--- config.mk ---
export PLATFORM = sky130hd
export DESIGN_NAME = linear_ramp_generator_flat
export DESIGN_NICKNAME = d
export VERILOG_FILES = /design/src/rtl/core/lrg_pkg.sv /design/src/rtl/core/lrg_channels.sv /design/src/rtl/core/lrg_div.sv /design/src/rtl/core/linear_ramp_generator.sv /design/src/flat_wrapper.sv
export VERILOG_INCLUDE_DIRS = /design/src /design/src/rtl/core
export SDC_FILE = /design/constraint.sdc
export NUM_CORES = 2
export LEC_CHECK = 0
export CORE_MARGIN = 3
export CORE_UTILIZATION = 57
export CTS_CLUSTER_DIAMETER = 50
export DETAILED_ROUTE_END_ITERATION = 6
export DONT_BUFFER_PORTS = 1
export GPL_TIMING_DRIVEN = 0
export PLACE_DENSITY = 0.82
export SYNTH_ARGS = -nofsm -noshare
export SYNTH_HDL_FRONTEND = slang
export SYNTH_SLANG_ARGS = --single-unit
--- constraint.sdc ---
create_clock -name clk -period 17.5 [get_ports clk]
set_input_delay 5.25 -clock clk [delete_from_list [all_inputs] [get_ports clk]]
set_output_delay 5.25 -clock clk [all_outputs]
set_load 0.02 [all_outputs]
--- src/rtl/core/assert_macros.svh ---
// Assertion macros shared by the ramp generator RTL.
`ifndef ASSERT_MACROS_SVH
`define ASSERT_MACROS_SVH

// Property checked on every rising clock edge outside reset.
`define ASSERT_PROP(label, prop, msg) \
  label: assert property (@(posedge clk) disable iff (rst) prop) else $error(msg);

// Condition that must never be true outside reset.
`define ASSERT_NEVER(label, expr, msg) \
  `ASSERT_PROP(label, !(expr), msg)

`endif

--- src/rtl/core/lrg_pkg.sv ---
// Shared types, constants and helper functions of the linear ramp generator.
`timescale 1ns / 1ps

package lrg_pkg;

  // Floor of log2, evaluated at elaboration for the per-sample shift.
  function automatic int floor_log2(input int n);
    int s;
    int v;
    s = 0;
    v = n;
    while (v > 1) begin
      v = v >> 1;
      s++;
    end
    return s;
  endfunction

  localparam int BLOCK_SIZE  = 64;
  localparam int BLOCK_SHIFT = floor_log2(BLOCK_SIZE);
  localparam int IDX_W       = (BLOCK_SIZE > 1) ? $clog2(BLOCK_SIZE) : 1;

  localparam int LEVEL_W = 32;
  localparam int RAMP_W  = 24;
  localparam int MTT_W   = 24;
  localparam int TICK_W  = 24;
  localparam int PROD_W  = RAMP_W + MTT_W;
  localparam int DIVD_W  = LEVEL_W + 1;
  localparam int DCNT_W  = $clog2(DIVD_W + 1);

  localparam logic [MTT_W-1:0] MS_TO_TICKS_RESET = MTT_W'(1130);

  localparam logic signed [LEVEL_W-1:0] LEVEL_MAX = {1'b0, {(LEVEL_W-1){1'b1}}};
  localparam logic signed [LEVEL_W-1:0] LEVEL_MIN = {1'b1, {(LEVEL_W-1){1'b0}}};

  // Request action codes.
  typedef enum logic [1:0] {
    ACT_SET  = 2'd0,
    ACT_STOP = 2'd1,
    ACT_TICK = 2'd2
  } action_t;

  // Sequencer states.
  typedef enum logic [2:0] {
    S_IDLE,
    S_MUL,
    S_DIV_START,
    S_DIV_WAIT,
    S_EMIT
  } state_t;

  // Status of the serial divider.
  typedef struct packed {
    logic busy;
    logic done;
  } div_stat_t;

  // Signed add saturated to the level width.
  function automatic logic signed [LEVEL_W-1:0] sat_add(
    input logic signed [LEVEL_W-1:0] a,
    input logic signed [LEVEL_W-1:0] b
  );
    logic signed [LEVEL_W:0] sum;
    sum = {a[LEVEL_W-1], a} + {b[LEVEL_W-1], b};
    if (sum[LEVEL_W] != sum[LEVEL_W-1]) begin
      return sum[LEVEL_W] ? LEVEL_MIN : LEVEL_MAX;
    end
    return sum[LEVEL_W-1:0];
  endfunction

endpackage

--- src/rtl/core/lrg_channels.sv ---
// Request and result channel interfaces of the linear ramp generator.
`timescale 1ns / 1ps

interface lrg_in_if;
  logic                                 valid;
  logic                                 ready;
  logic [1:0]                           action;
  logic signed [lrg_pkg::LEVEL_W-1:0]   target_value;
  logic [lrg_pkg::RAMP_W-1:0]           ramp_time;

  modport source (output valid, action, target_value, ramp_time, input ready);
  modport sink (input valid, action, target_value, ramp_time, output ready);
endinterface

interface lrg_out_if;
  logic                                 valid;
  logic                                 ready;
  logic signed [lrg_pkg::LEVEL_W-1:0]   sample;
  logic                                 last;

  modport source (output valid, sample, last, input ready);
  modport sink (input valid, sample, last, output ready);
endinterface

--- src/rtl/core/lrg_div.sv ---
// Restoring serial divider: one quotient bit per cycle, unsigned operands.
`timescale 1ns / 1ps
`include "assert_macros.svh"

module lrg_div (
  input  logic                            clk,
  input  logic                            rst,
  input  logic                            start,
  input  logic [lrg_pkg::DIVD_W-1:0]      dividend,
  input  logic [lrg_pkg::TICK_W-1:0]      divisor,
  output logic [lrg_pkg::DIVD_W-1:0]      quotient,
  output lrg_pkg::div_stat_t              stat
);

  logic                            busy;
  logic                            done;
  logic [lrg_pkg::DCNT_W-1:0]      cnt;
  logic [lrg_pkg::TICK_W-1:0]      rem;
  logic [lrg_pkg::TICK_W-1:0]      rem_next;
  logic [lrg_pkg::DIVD_W-1:0]      quo;
  logic [lrg_pkg::DIVD_W-1:0]      quo_next;
  logic [lrg_pkg::TICK_W-1:0]      dvs;
  logic [lrg_pkg::TICK_W:0]        trial;
  logic [lrg_pkg::TICK_W:0]        trial_sub;
  logic                            fits;

  // One restoring step: shift in the next dividend bit and try a subtract.
  always_comb begin
    trial     = {rem, quo[lrg_pkg::DIVD_W-1]};
    trial_sub = trial - {1'b0, dvs};
    fits      = (trial >= {1'b0, dvs});
    rem_next  = fits ? trial_sub[lrg_pkg::TICK_W-1:0] : trial[lrg_pkg::TICK_W-1:0];
    quo_next  = {quo[lrg_pkg::DIVD_W-2:0], fits};
  end

  // Iteration control.
  always_ff @(posedge clk) begin
    if (rst) begin
      busy <= 1'b0;
      done <= 1'b0;
      cnt  <= '0;
    end else begin
      done <= 1'b0;
      if (start) begin
        busy <= 1'b1;
        cnt  <= '0;
      end else if (busy) begin
        cnt <= cnt + 1'b1;
        if (cnt == lrg_pkg::DCNT_W'(lrg_pkg::DIVD_W - 1)) begin
          busy <= 1'b0;
          done <= 1'b1;
        end
      end
    end
  end

  // Operand and partial result registers.
  always_ff @(posedge clk) begin
    if (start) begin
      rem <= '0;
      quo <= dividend;
      dvs <= divisor;
    end else if (busy) begin
      rem <= rem_next;
      quo <= quo_next;
    end
  end

  assign quotient  = quo;
  assign stat.busy = busy;
  assign stat.done = done;

  `ASSERT_PROP(a_start_busy, start |=> busy, "divider did not start")
  `ASSERT_NEVER(a_done_busy, done && busy, "divider done while still busy")
  `ASSERT_PROP(a_busy_done, $fell(busy) |-> done, "divider stopped without done")

endmodule

--- src/rtl/core/linear_ramp_generator.sv ---
// Top level of the block-rate linear ramp generator.
// Usage: requests arrive on the request channel (valid/ready), each carrying an
// action, a Q16.16 target level and a Q16.8 millisecond ramp time. Set and stop
// requests update the ramp state and produce no result.
// A tick request produces one block of 64 Q16.16 samples on the result channel,
// one per cycle while the receiver is ready, with last high on the final one.
// A tick that follows a set with a non-zero ramp time first resolves the ramp:
// the tick-count multiply, then loading the serial divider, then the divide and
// last storing the steps; the serial divider sets the resolve latency.
// Other ticks go straight to their samples.
// The block takes one request at a time; ready stays low from acceptance of a
// tick until its last sample has been taken. A stalled receiver simply holds
// the current sample and the block waits.
// The ticks-per-millisecond register (Q8.16) is written through cfg_we and cfg_wdata;
// the user must write it only while the block is idle; the block does not enforce this.
// Reset is synchronous and active high; it clears all levels, steps and counts
// to zero and loads the register with its default of 1130.
`timescale 1ns / 1ps
`include "assert_macros.svh"

module linear_ramp_generator (
  input  logic                       clk,
  input  logic                       rst,
  input  logic                       cfg_we,
  input  logic [lrg_pkg::MTT_W-1:0]  cfg_wdata,
  lrg_in_if.sink                     request,
  lrg_out_if.source                  result
);

  lrg_pkg::state_t                      state;
  lrg_pkg::state_t                      state_next;
  logic [lrg_pkg::MTT_W-1:0]            ms_to_ticks;
  logic signed [lrg_pkg::LEVEL_W-1:0]   target_level;
  logic signed [lrg_pkg::LEVEL_W-1:0]   current_level;
  logic signed [lrg_pkg::LEVEL_W-1:0]   step_per_tick;
  logic signed [lrg_pkg::LEVEL_W-1:0]   step_per_sample;
  logic [lrg_pkg::TICK_W-1:0]           ticks_remaining;
  logic                                 retarget_pending;
  logic [lrg_pkg::RAMP_W-1:0]           pending_ramp_time;
  logic                                 ramp_mode;
  logic signed [lrg_pkg::LEVEL_W-1:0]   level_out;
  logic [lrg_pkg::IDX_W-1:0]            sample_idx;

  logic                                 req_fire;
  logic                                 res_fire;
  logic                                 last_sample;
  logic [lrg_pkg::PROD_W-1:0]           product;
  logic [lrg_pkg::TICK_W-1:0]           ticks_new;
  logic signed [lrg_pkg::LEVEL_W:0]     diff;
  logic                                 diff_neg;
  logic [lrg_pkg::DIVD_W-1:0]           diff_mag;
  logic                                 div_start;
  logic [lrg_pkg::DIVD_W-1:0]           div_quot;
  lrg_pkg::div_stat_t                   div_stat;
  logic signed [lrg_pkg::LEVEL_W-1:0]   spt_val;

  assign req_fire    = request.valid && request.ready;
  assign res_fire    = result.valid && result.ready;
  assign last_sample = (sample_idx == lrg_pkg::IDX_W'(lrg_pkg::BLOCK_SIZE - 1));

  // Tick count from ramp time: Q16.8 times Q8.16, keep the integer part, at least one.
  always_comb begin
    product   = {{lrg_pkg::MTT_W{1'b0}}, pending_ramp_time} *
                {{lrg_pkg::RAMP_W{1'b0}}, ms_to_ticks};
    ticks_new = product[lrg_pkg::PROD_W-1:lrg_pkg::MTT_W];
    if (ticks_new == '0) begin
      ticks_new = lrg_pkg::TICK_W'(1);
    end
  end

  // Level difference split into sign and magnitude for the unsigned divider.
  always_comb begin
    diff     = {target_level[lrg_pkg::LEVEL_W-1], target_level} -
               {current_level[lrg_pkg::LEVEL_W-1], current_level};
    diff_neg = diff[lrg_pkg::LEVEL_W];
    diff_mag = diff_neg ? lrg_pkg::DIVD_W'(-diff) : lrg_pkg::DIVD_W'(diff);
  end

  // Signed, saturated per-tick step from the quotient magnitude.
  always_comb begin
    if (!diff_neg) begin
      if (div_quot[lrg_pkg::DIVD_W-1:lrg_pkg::LEVEL_W-1] != '0) begin
        spt_val = lrg_pkg::LEVEL_MAX;
      end else begin
        spt_val = div_quot[lrg_pkg::LEVEL_W-1:0];
      end
    end else begin
      if (div_quot > {2'b01, {(lrg_pkg::LEVEL_W-1){1'b0}}}) begin
        spt_val = lrg_pkg::LEVEL_MIN;
      end else begin
        spt_val = -div_quot[lrg_pkg::LEVEL_W-1:0];
      end
    end
  end

  lrg_div u_div (
    .clk      (clk),
    .rst      (rst),
    .start    (div_start),
    .dividend (diff_mag),
    .divisor  (ticks_remaining),
    .quotient (div_quot),
    .stat     (div_stat)
  );

  // Sequencer next state.
  always_comb begin
    state_next = state;
    case (state)
      lrg_pkg::S_IDLE: begin
        if (req_fire && (request.action == lrg_pkg::ACT_TICK)) begin
          state_next = retarget_pending ? lrg_pkg::S_MUL : lrg_pkg::S_EMIT;
        end
      end
      lrg_pkg::S_MUL:       state_next = lrg_pkg::S_DIV_START;
      lrg_pkg::S_DIV_START: state_next = lrg_pkg::S_DIV_WAIT;
      lrg_pkg::S_DIV_WAIT: begin
        if (div_stat.done) begin
          state_next = lrg_pkg::S_EMIT;
        end
      end
      lrg_pkg::S_EMIT: begin
        if (res_fire && last_sample) begin
          state_next = lrg_pkg::S_IDLE;
        end
      end
      default: state_next = lrg_pkg::S_IDLE;
    endcase
  end

  // Sequencer outputs.
  always_comb begin
    request.ready = (state == lrg_pkg::S_IDLE);
    result.valid  = (state == lrg_pkg::S_EMIT);
    div_start     = (state == lrg_pkg::S_DIV_START);
  end

  assign result.sample = level_out;
  assign result.last   = last_sample;

  // Configuration register.
  always_ff @(posedge clk) begin
    if (rst) begin
      ms_to_ticks <= lrg_pkg::MS_TO_TICKS_RESET;
    end else if (cfg_we) begin
      ms_to_ticks <= cfg_wdata;
    end
  end

  // Ramp state, sequencer and sample counter.
  always_ff @(posedge clk) begin
    if (rst) begin
      state             <= lrg_pkg::S_IDLE;
      target_level      <= '0;
      current_level     <= '0;
      step_per_tick     <= '0;
      step_per_sample   <= '0;
      ticks_remaining   <= '0;
      retarget_pending  <= 1'b0;
      pending_ramp_time <= '0;
      ramp_mode         <= 1'b0;
      level_out         <= '0;
      sample_idx        <= '0;
    end else begin
      state <= state_next;
      case (state)
        lrg_pkg::S_IDLE: begin
          if (req_fire) begin
            case (request.action)
              lrg_pkg::ACT_SET: begin
                target_level <= request.target_value;
                if (request.ramp_time == '0) begin
                  current_level    <= request.target_value;
                  ticks_remaining  <= '0;
                  retarget_pending <= 1'b0;
                end else begin
                  retarget_pending  <= 1'b1;
                  pending_ramp_time <= request.ramp_time;
                end
              end
              lrg_pkg::ACT_STOP: begin
                target_level     <= current_level;
                ticks_remaining  <= '0;
                retarget_pending <= 1'b0;
              end
              lrg_pkg::ACT_TICK: begin
                sample_idx <= '0;
                ramp_mode  <= (ticks_remaining != '0);
                level_out  <= (ticks_remaining != '0) ? current_level : target_level;
              end
              default: ;
            endcase
          end
        end
        lrg_pkg::S_MUL: begin
          ticks_remaining <= ticks_new;
        end
        lrg_pkg::S_DIV_WAIT: begin
          if (div_stat.done) begin
            step_per_tick    <= spt_val;
            step_per_sample  <= spt_val >>> lrg_pkg::BLOCK_SHIFT;
            retarget_pending <= 1'b0;
            ramp_mode        <= 1'b1;
            level_out        <= current_level;
          end
        end
        lrg_pkg::S_EMIT: begin
          if (res_fire) begin
            if (ramp_mode) begin
              level_out <= lrg_pkg::sat_add(level_out, step_per_sample);
            end
            if (last_sample) begin
              sample_idx <= '0;
              if (ramp_mode) begin
                current_level   <= lrg_pkg::sat_add(current_level, step_per_tick);
                ticks_remaining <= ticks_remaining - 1'b1;
              end else begin
                current_level <= target_level;
              end
            end else begin
              sample_idx <= sample_idx + 1'b1;
            end
          end
        end
        default: ;
      endcase
    end
  end

  `ASSERT_NEVER(a_one_side, result.valid && request.ready,
                "request taken while a block is being emitted")
  `ASSERT_PROP(a_block_end, (res_fire && last_sample) |=> request.ready,
               "block did not return to idle after its last sample")
  `ASSERT_NEVER(a_ramp_ticks, result.valid && ramp_mode && (ticks_remaining == '0),
                "ramp block emitted with no ticks remaining")

endmodule

--- src/flat_wrapper.sv ---
// flat-port wrapper written by rule: the top's interface ports become plain ports
module linear_ramp_generator_flat 
  (clk, rst, cfg_we, cfg_wdata, request_valid, request_action, request_target_value, request_ramp_time, request_ready, result_valid, result_sample, result_last, result_ready);
  lrg_in_if request_i ();
  lrg_out_if result_i ();
  input  logic clk;
  input  logic rst;
  input  logic cfg_we;
  input  logic [lrg_pkg::MTT_W-1:0] cfg_wdata;
  input wire logic [$bits(request_i.valid)-1:0] request_valid;
  input wire logic [$bits(request_i.action)-1:0] request_action;
  input wire logic [$bits(request_i.target_value)-1:0] request_target_value;
  input wire logic [$bits(request_i.ramp_time)-1:0] request_ramp_time;
  output wire logic [$bits(request_i.ready)-1:0] request_ready;
  output wire logic [$bits(result_i.valid)-1:0] result_valid;
  output wire logic [$bits(result_i.sample)-1:0] result_sample;
  output wire logic [$bits(result_i.last)-1:0] result_last;
  input wire logic [$bits(result_i.ready)-1:0] result_ready;
  assign request_i.valid = request_valid;
  assign request_i.action = request_action;
  assign request_i.target_value = request_target_value;
  assign request_i.ramp_time = request_ramp_time;
  assign request_ready = request_i.ready;
  assign result_valid = result_i.valid;
  assign result_sample = result_i.sample;
  assign result_last = result_i.last;
  assign result_i.ready = result_ready;
  linear_ramp_generator u_core (.clk(clk), .rst(rst), .cfg_we(cfg_we), .cfg_wdata(cfg_wdata), .request(request_i), .result(result_i));
endmodule
== After elaboration in Yosys (flattened, before gate mapping) ==
Cells that the tools add are included.
Widths: inputs -> output; s select.

* Magnitude comparators: 2
* Equality and inequality tests: 22
* Mux-type cells: 70
* Bitwise operators: 2
* Reduce and logical (&&, ||, !) cells: 28
* $mul: 1
* Add/sub/neg operators: 9

{| class="wikitable"
|+ Operator list
! kind !! number
|-
| $mux 32 || 21
|-
| $mux 24 || 7
|-
| $pmux 32 s2 || 2
|-
| $mux 33 || 3
|-
| $pmux 32 s3 || 1
|-
| $pmux 24 s3 || 1
|-
| $logic_not 24->1 || 2
|-
| $mul 24x24->48 || 1
|-
| $pmux 24 s2 || 1
|-
| $add 32x26->33 || 1
|-
| $add 32x32->33 || 1
|-
| $gt 33x32->1 const B || 1
|-
| $neg 33->33 || 1
|-
| $sub 32x32->33 || 1
|-
| $neg 32->32 || 1
|-
| $ge 25x24->1 || 1
|-
| $mux 6 || 4
|-
| $reduce_bool 24->1 || 1
|-
| $sub 24x1->24 const B || 1
|-
| $sub 24x24->24 || 1
|-
| $mux 1 || 21
|-
| $ne 2x2->1 const B || 10
|-
| $reduce_and 4->1 || 4
|-
| $pmux 3 s5 || 1
|-
| other kinds (24) || 45
|}

* Word-level logic and storage cells: 152
* Output and inout bits: 35
* Input port bits: 87
* Bits in registers: 326

== Longest topological paths before layout ==
* Depth after elaboration: 13
* Gate-level depth with buffers: 29
* Gate-level depth less buffers: 28

== By module ==
From an unflattened synthesis, not the netlist that was laid out.

* Cells, all modules: 4766
* Area total of the unflattened synthesis: 39879.5 sq um

{| class="wikitable"
|+ By module, submodules not included
! module !! cells each !! area each (sq um) !! times used !! sequential area each (sq um)
|-
| linear_ramp_generator || 4302 || 34993.6 || 1 || 4224.1
|-
| lrg_div || 464 || 4885.9 || 1 || 2352.3
|}

== Worst setup path before layout ==
No wires, ideal clock.

* Path type: flip-flop to flip-flop
* Start point: register u_core.ms_to_ticks[3] (netlist name)
* End point: register u_core.ticks_remaining[0] (netlist name)
* Path buffers: 1
* Clock period less this slack: 7.390 ns
* Slack: 10.110 ns
* Data required time: 17.399 ns
* Library setup time: 0.101 ns
* Stages on the path, launching flop included: 30
* Data arrival time: 7.289 ns
* Path through: dfxtp_1 -> clkbuf_1 -> nand2_1 -> fa_1 -> inv_1 -> fa_1 -> inv_1 -> fa_1 -> inv_1 -> fa_1 -> inv_1 -> fa_1 -> inv_1 -> fa_1 -> inv_1 -> fa_1 -> inv_1 -> ha_1 -> a21oi_1 -> o21ai_0 -> or3_1 -> or3_1 -> o21ai_1 -> nor2_1 -> nor2_1 -> o21ai_0 -> o21ai_0 -> or3b_1 -> a2111o_1 -> o41ai_1

* Longest elaborated chain between the ends: 4

{| class="wikitable"
|+ Ends and longest elaborated chain
! item !! line !! text
|-
| start: declaration || linear_ramp_generator.sv:32 || <nowiki>logic [lrg_pkg::MTT_W-1:0] ms_to_ticks;</nowiki>
|-
| start signal: assignment || linear_ramp_generator.sv:144 || <nowiki>ms_to_ticks <= lrg_pkg::MS_TO_TICKS_RESET;</nowiki>
|-
| start signal: assignment || linear_ramp_generator.sv:146 || <nowiki>ms_to_ticks <= cfg_wdata;</nowiki>
|-
| $mul 24x24->48 (*) || linear_ramp_generator.sv:63 || <nowiki>product = {{lrg_pkg::MTT_W{1'b0}}, pending_ramp_time} *</nowiki>
|-
| $logic_not 24->1 || linear_ramp_generator.sv:66 || <nowiki>if (ticks_new == '0) begin</nowiki>
|-
| $mux 24 (*) || linear_ramp_generator.sv:66 ||
|-
| $pmux 24 s3 (*) || linear_ramp_generator.sv:166 || <nowiki>case (state)</nowiki>
|-
| end signal: assignment || linear_ramp_generator.sv:196 || <nowiki>ticks_remaining <= ticks_new;</nowiki>
|-
| end signal: assignment || linear_ramp_generator.sv:216 || <nowiki>ticks_remaining <= ticks_remaining - 1'b1;</nowiki>
|-
| end: declaration || linear_ramp_generator.sv:37 || <nowiki>logic [lrg_pkg::TICK_W-1:0] ticks_remaining;</nowiki>
|}

Mark *: on every way between the ends. The rest lies on a longest branch, timed or not.
A chain may end at the register's enable or synchronous reset.

== Worst setup path in the final report ==
* Start point: register u_core.pending_ramp_time[11] (netlist name)
* End point: register u_core.ticks_remaining[22] (netlist name)

* Longest elaborated chain between the ends: 4

{| class="wikitable"
|+ Ends and longest elaborated chain
! item !! line !! text
|-
| start: declaration || linear_ramp_generator.sv:39 || <nowiki>logic [lrg_pkg::RAMP_W-1:0] pending_ramp_time;</nowiki>
|-
| start signal: assignment || linear_ramp_generator.sv:178 || <nowiki>pending_ramp_time <= request.ramp_time;</nowiki>
|-
| $mul 24x24->48 (*) || linear_ramp_generator.sv:63 ||
|-
| $logic_not 24->1 || linear_ramp_generator.sv:66 ||
|-
| $mux 24 (*) || linear_ramp_generator.sv:66 ||
|-
| $pmux 24 s3 (*) || linear_ramp_generator.sv:166 ||
|}

Marks and branches as above.

==> summary.txt <==
Run status
  – Status: finished, violations left
  – Failing checks: DRC

Clock tree
  – Root cell of the clock tree: clkbuf_16
  – Postcts setup bufs: 0
  – Post-cts gate resize count: 0
  – Clock transition at path regs: 0.06 ns
  – Clock latency on the worst-skew pair: 0.61 ns
  – Htree depth: 2
  – CTS Buf Count: 46
  – Sink Count: 300
  – Clock buffer depth: 3
  – Clock tree from TritonCTS: built
  – CTS Hold Bufs: 0

Critical path
  – Slowest CP cell: clkbuf_1
  – CP Max Fanout: 10
  – Worst setup SP type: flip-flop
  – CP endpoint kind: flip-flop
  – Crit path buf inv count: 8
  – R2R depth: 29
  – Number of cells on the critical path: 29
  – CP required: 18.00 ns
  – CP max stage delay: 0.78 ns
  – Arr. time, crit path: 9.72 ns
  – Critical path class: reg2reg
  – Top delay family on crit path: adder cells

Logic synthesis
  – Post-synthesis cell count: 4,752
  – Seq/Total Area, Yosys: 16.8%
  – Largest cells by area after synthesis: fa_1 25%, dfxtp_1 12%, ha_1 9.4%, inv_1 6.1%, nand2_1 4.8%
  – Syn avg cell area: 8.26 µm²
  – Seq cells post-synth: 300
  – Synthesized area: 0.0392 mm²
  – Number of flops mapped to enable cells by yosys: 57
  – Syn_nets: 5,620
  – Synth cell types: 87
  – Asr flop ratio synth: 0%
  – Synthesis Warnings: 0
  – Ys flop type: dfxtp_1
  – Yosys top cell by area: fa_1
  – Area share of the largest cell type after synthesis: 24.7%

Power and ir drop
  – LEAKAGE: 18.9 nW
  – Pwr/cell area: 134 mW/mm²
  – Peak supply drop: 0.000120 V

Floorplanning
  – Initial Util: 58.0%
  – IO Count: 122
  – Die ar.: 0.0720 mm²
  – Rows: 95
  – Core area: 0.0676 mm²
  – Die Wd: 268 µm
  – Chip Height: 268 µm

GRT
  – Largest net degree at the start of global routing: 34
  – GR Util All Layers: 38.1%
  – GRT overflow: 0
  – First-pass GRT wire length: 209,000 µm
  – Vias in the first global route: 35,691
  – Met2 Use GR: 56.2%
  – Met3 usage: 14.1%
  – Gr busiest metal: met2
  – GRT met1 Usage: 49.5%
  – Initial antenna violation count: 7

Finish
  – Layout Nets: 5,668
  – Commonest non-fill, non-tap cell in the layout: inv_1
  – Most frequent cells in the layout: 641 x inv_1, 505 x nand2_1, 485 x fa_1, 368 x nor2_1, 334 x a21oi_1
  – # fillers: 5,839
  – Layout cells sized above 1: 2.36%
  – Layout Area Growth over Synthesis: 7.04%
  – Fin area: 0.0420 mm²

Worst hold path
  – Type of the tightest min-delay check: reg2reg
  – Hold Path Depth: 0

STA
  – Slew Limit Fails: 0
  – Achievable frequency: 0.108 GHz
  – Final hold viol count: 0
  – Worst-margin pin slew: 1.28 ns
  – Post-Route Skew: 0.0368 ns
  – Final worst-path cycle share: 52.7%
  – RSZ-0062 raised after global routing: no
  – Fin Setup TNS: 0 ns
  – Slew margin rel.: 14.4%
  – Final min period: 9.23 ns
  – Final setup viols: 0

Route
  – Via/cell ratio: 6.41
  – Detailed Routing Iterations Pass 1: 7
  – Drt wl/cell: 24.0 µm
  – DRC viols: 7
  – Starting DRT DRC Count: 4,567
  – DR vias: 36,662
  – Antenna viol nets, final: 0
  – Final WL: 137,000 µm

Place
  – PortBufs: 0
  – GP Congestion: 1.04
  – Placed cell areas: 0.0403 mm²
  – Final HPWL DP: 109,000 µm

Run
  – Max-Cap Viols: 0
[final timing paths]
path,from,end,slack (ns)
max reg2reg,u_core.pending_ramp_time[11]$_SDFFE_PP0P_,u_core.ticks_remaining[22]$_SDFFE_PP0P_,8.27
max,u_core.pending_ramp_time[11]$_SDFFE_PP0P_,u_core.ticks_remaining[22]$_SDFFE_PP0P_,8.27
min reg2reg,u_core.ticks_remaining[18]$_SDFFE_PP0P_,u_core.u_div.dvs[18]$_DFFE_PP_,0.48
min,u_core.ticks_remaining[18]$_SDFFE_PP0P_,u_core.u_div.dvs[18]$_DFFE_PP_,0.48
[logic make-up after synthesis]
kind of cell / count (synthesis) / share of synthesized area [%]
fa+ha+maj: 790 / 34.4
flops: 300 / 16.8
buf+inv: 888 / 8.50
mux: 52 / 1.33
compound gates: 1043 / 16.8
xor+xnor: 159 / 3.55
simple gates: 1520 / 18.6
[state kept, by name, indices dropped and copies added, names as in the netlist]
| name | cells |
|---|---|
| u_core.ramp_mode | 1 |
| u_core.u_div.done | 1 |
| u_core.ms_to_ticks | 24 |
| u_core.u_div.busy | 1 |
| u_core.u_div.rem | 24 |
| u_core.sample_idx | 6 |
| u_core.pending_ramp_time | 24 |
| u_core.state | 3 |
| u_core.step_per_tick | 6 |
| u_core.result.sample | 32 |
| u_core.step_per_sample | 26 |
| u_core.retarget_pending | 1 |
| u_core.u_div.quotient | 33 |
| u_core.ticks_remaining | 24 |
| u_core.current_level | 32 |
| u_core.u_div.dvs | 24 |
| u_core.u_div.cnt | 6 |
| u_core.target_level | 32 |
[stage by stage]
stage | total power [mW] | hold WS (ns) | cells | utilization [%] | setup slack (ns)
global route | 5.95 | 0.486 | 5712 | 62.1 | 7.92
detailed placement | 4.48 | 0.435 | 5625 | 59.7 | 8.59
global placement | 4.43 | 0.446 | 5625 | 59.6 | 8.71
floorplan | 3.52 | 0.415 | 4752 | - | 10.11
CTS | 5.48 | 0.477 | 5711 | 62.1 | 8.56
finish | 5.61 | 0.484 | 5719 | 62.1 | 8.27
[metal layers]
metal	vias to the layer above	share of wire [%]
met4	6	6.3
met1	17547	37
met3	606	15
met5	-	0.065
li1	15968	-
met2	2535	42
[final cells by class]
class	instances	area [µm²]	area share (%)
Inverter	642	2410	5.74
Buffer	246	926	2.20
Tap cell	873	1090	2.60
Clock buffer	58	1290	3.07
Multi-Input combinational cell	3564	29300	69.8
Sequential cell	300	6580	15.7
Antenna cell	8	20.0	0.0477
Clock inverter	28	353	0.840
[Yosys cell counts, types with 52 or more instances]
master / number
a211oi_1: 118
a21o_1: 54
a21oi_1: 334
and2_1: 298
clkbuf_1: 239
dfxtp_1: 243
edfxtp_1: 57
fa_1: 485
ha_1: 296
inv_1: 641
mux2i_1: 52
nand2_1: 506
nor2_1: 368
nor3_1: 66
o21ai_0: 222
xnor2_1: 94
xor2_1: 65
[power by group]
part	total, mW	internal [mW]	switching (mW)
clock network	0.988	0.596	0.392
registers	1.18	0.913	0.264
logic	3.45	1.18	2.27
total	5.61	2.69	2.92
(Power assumes the default switching activity.)
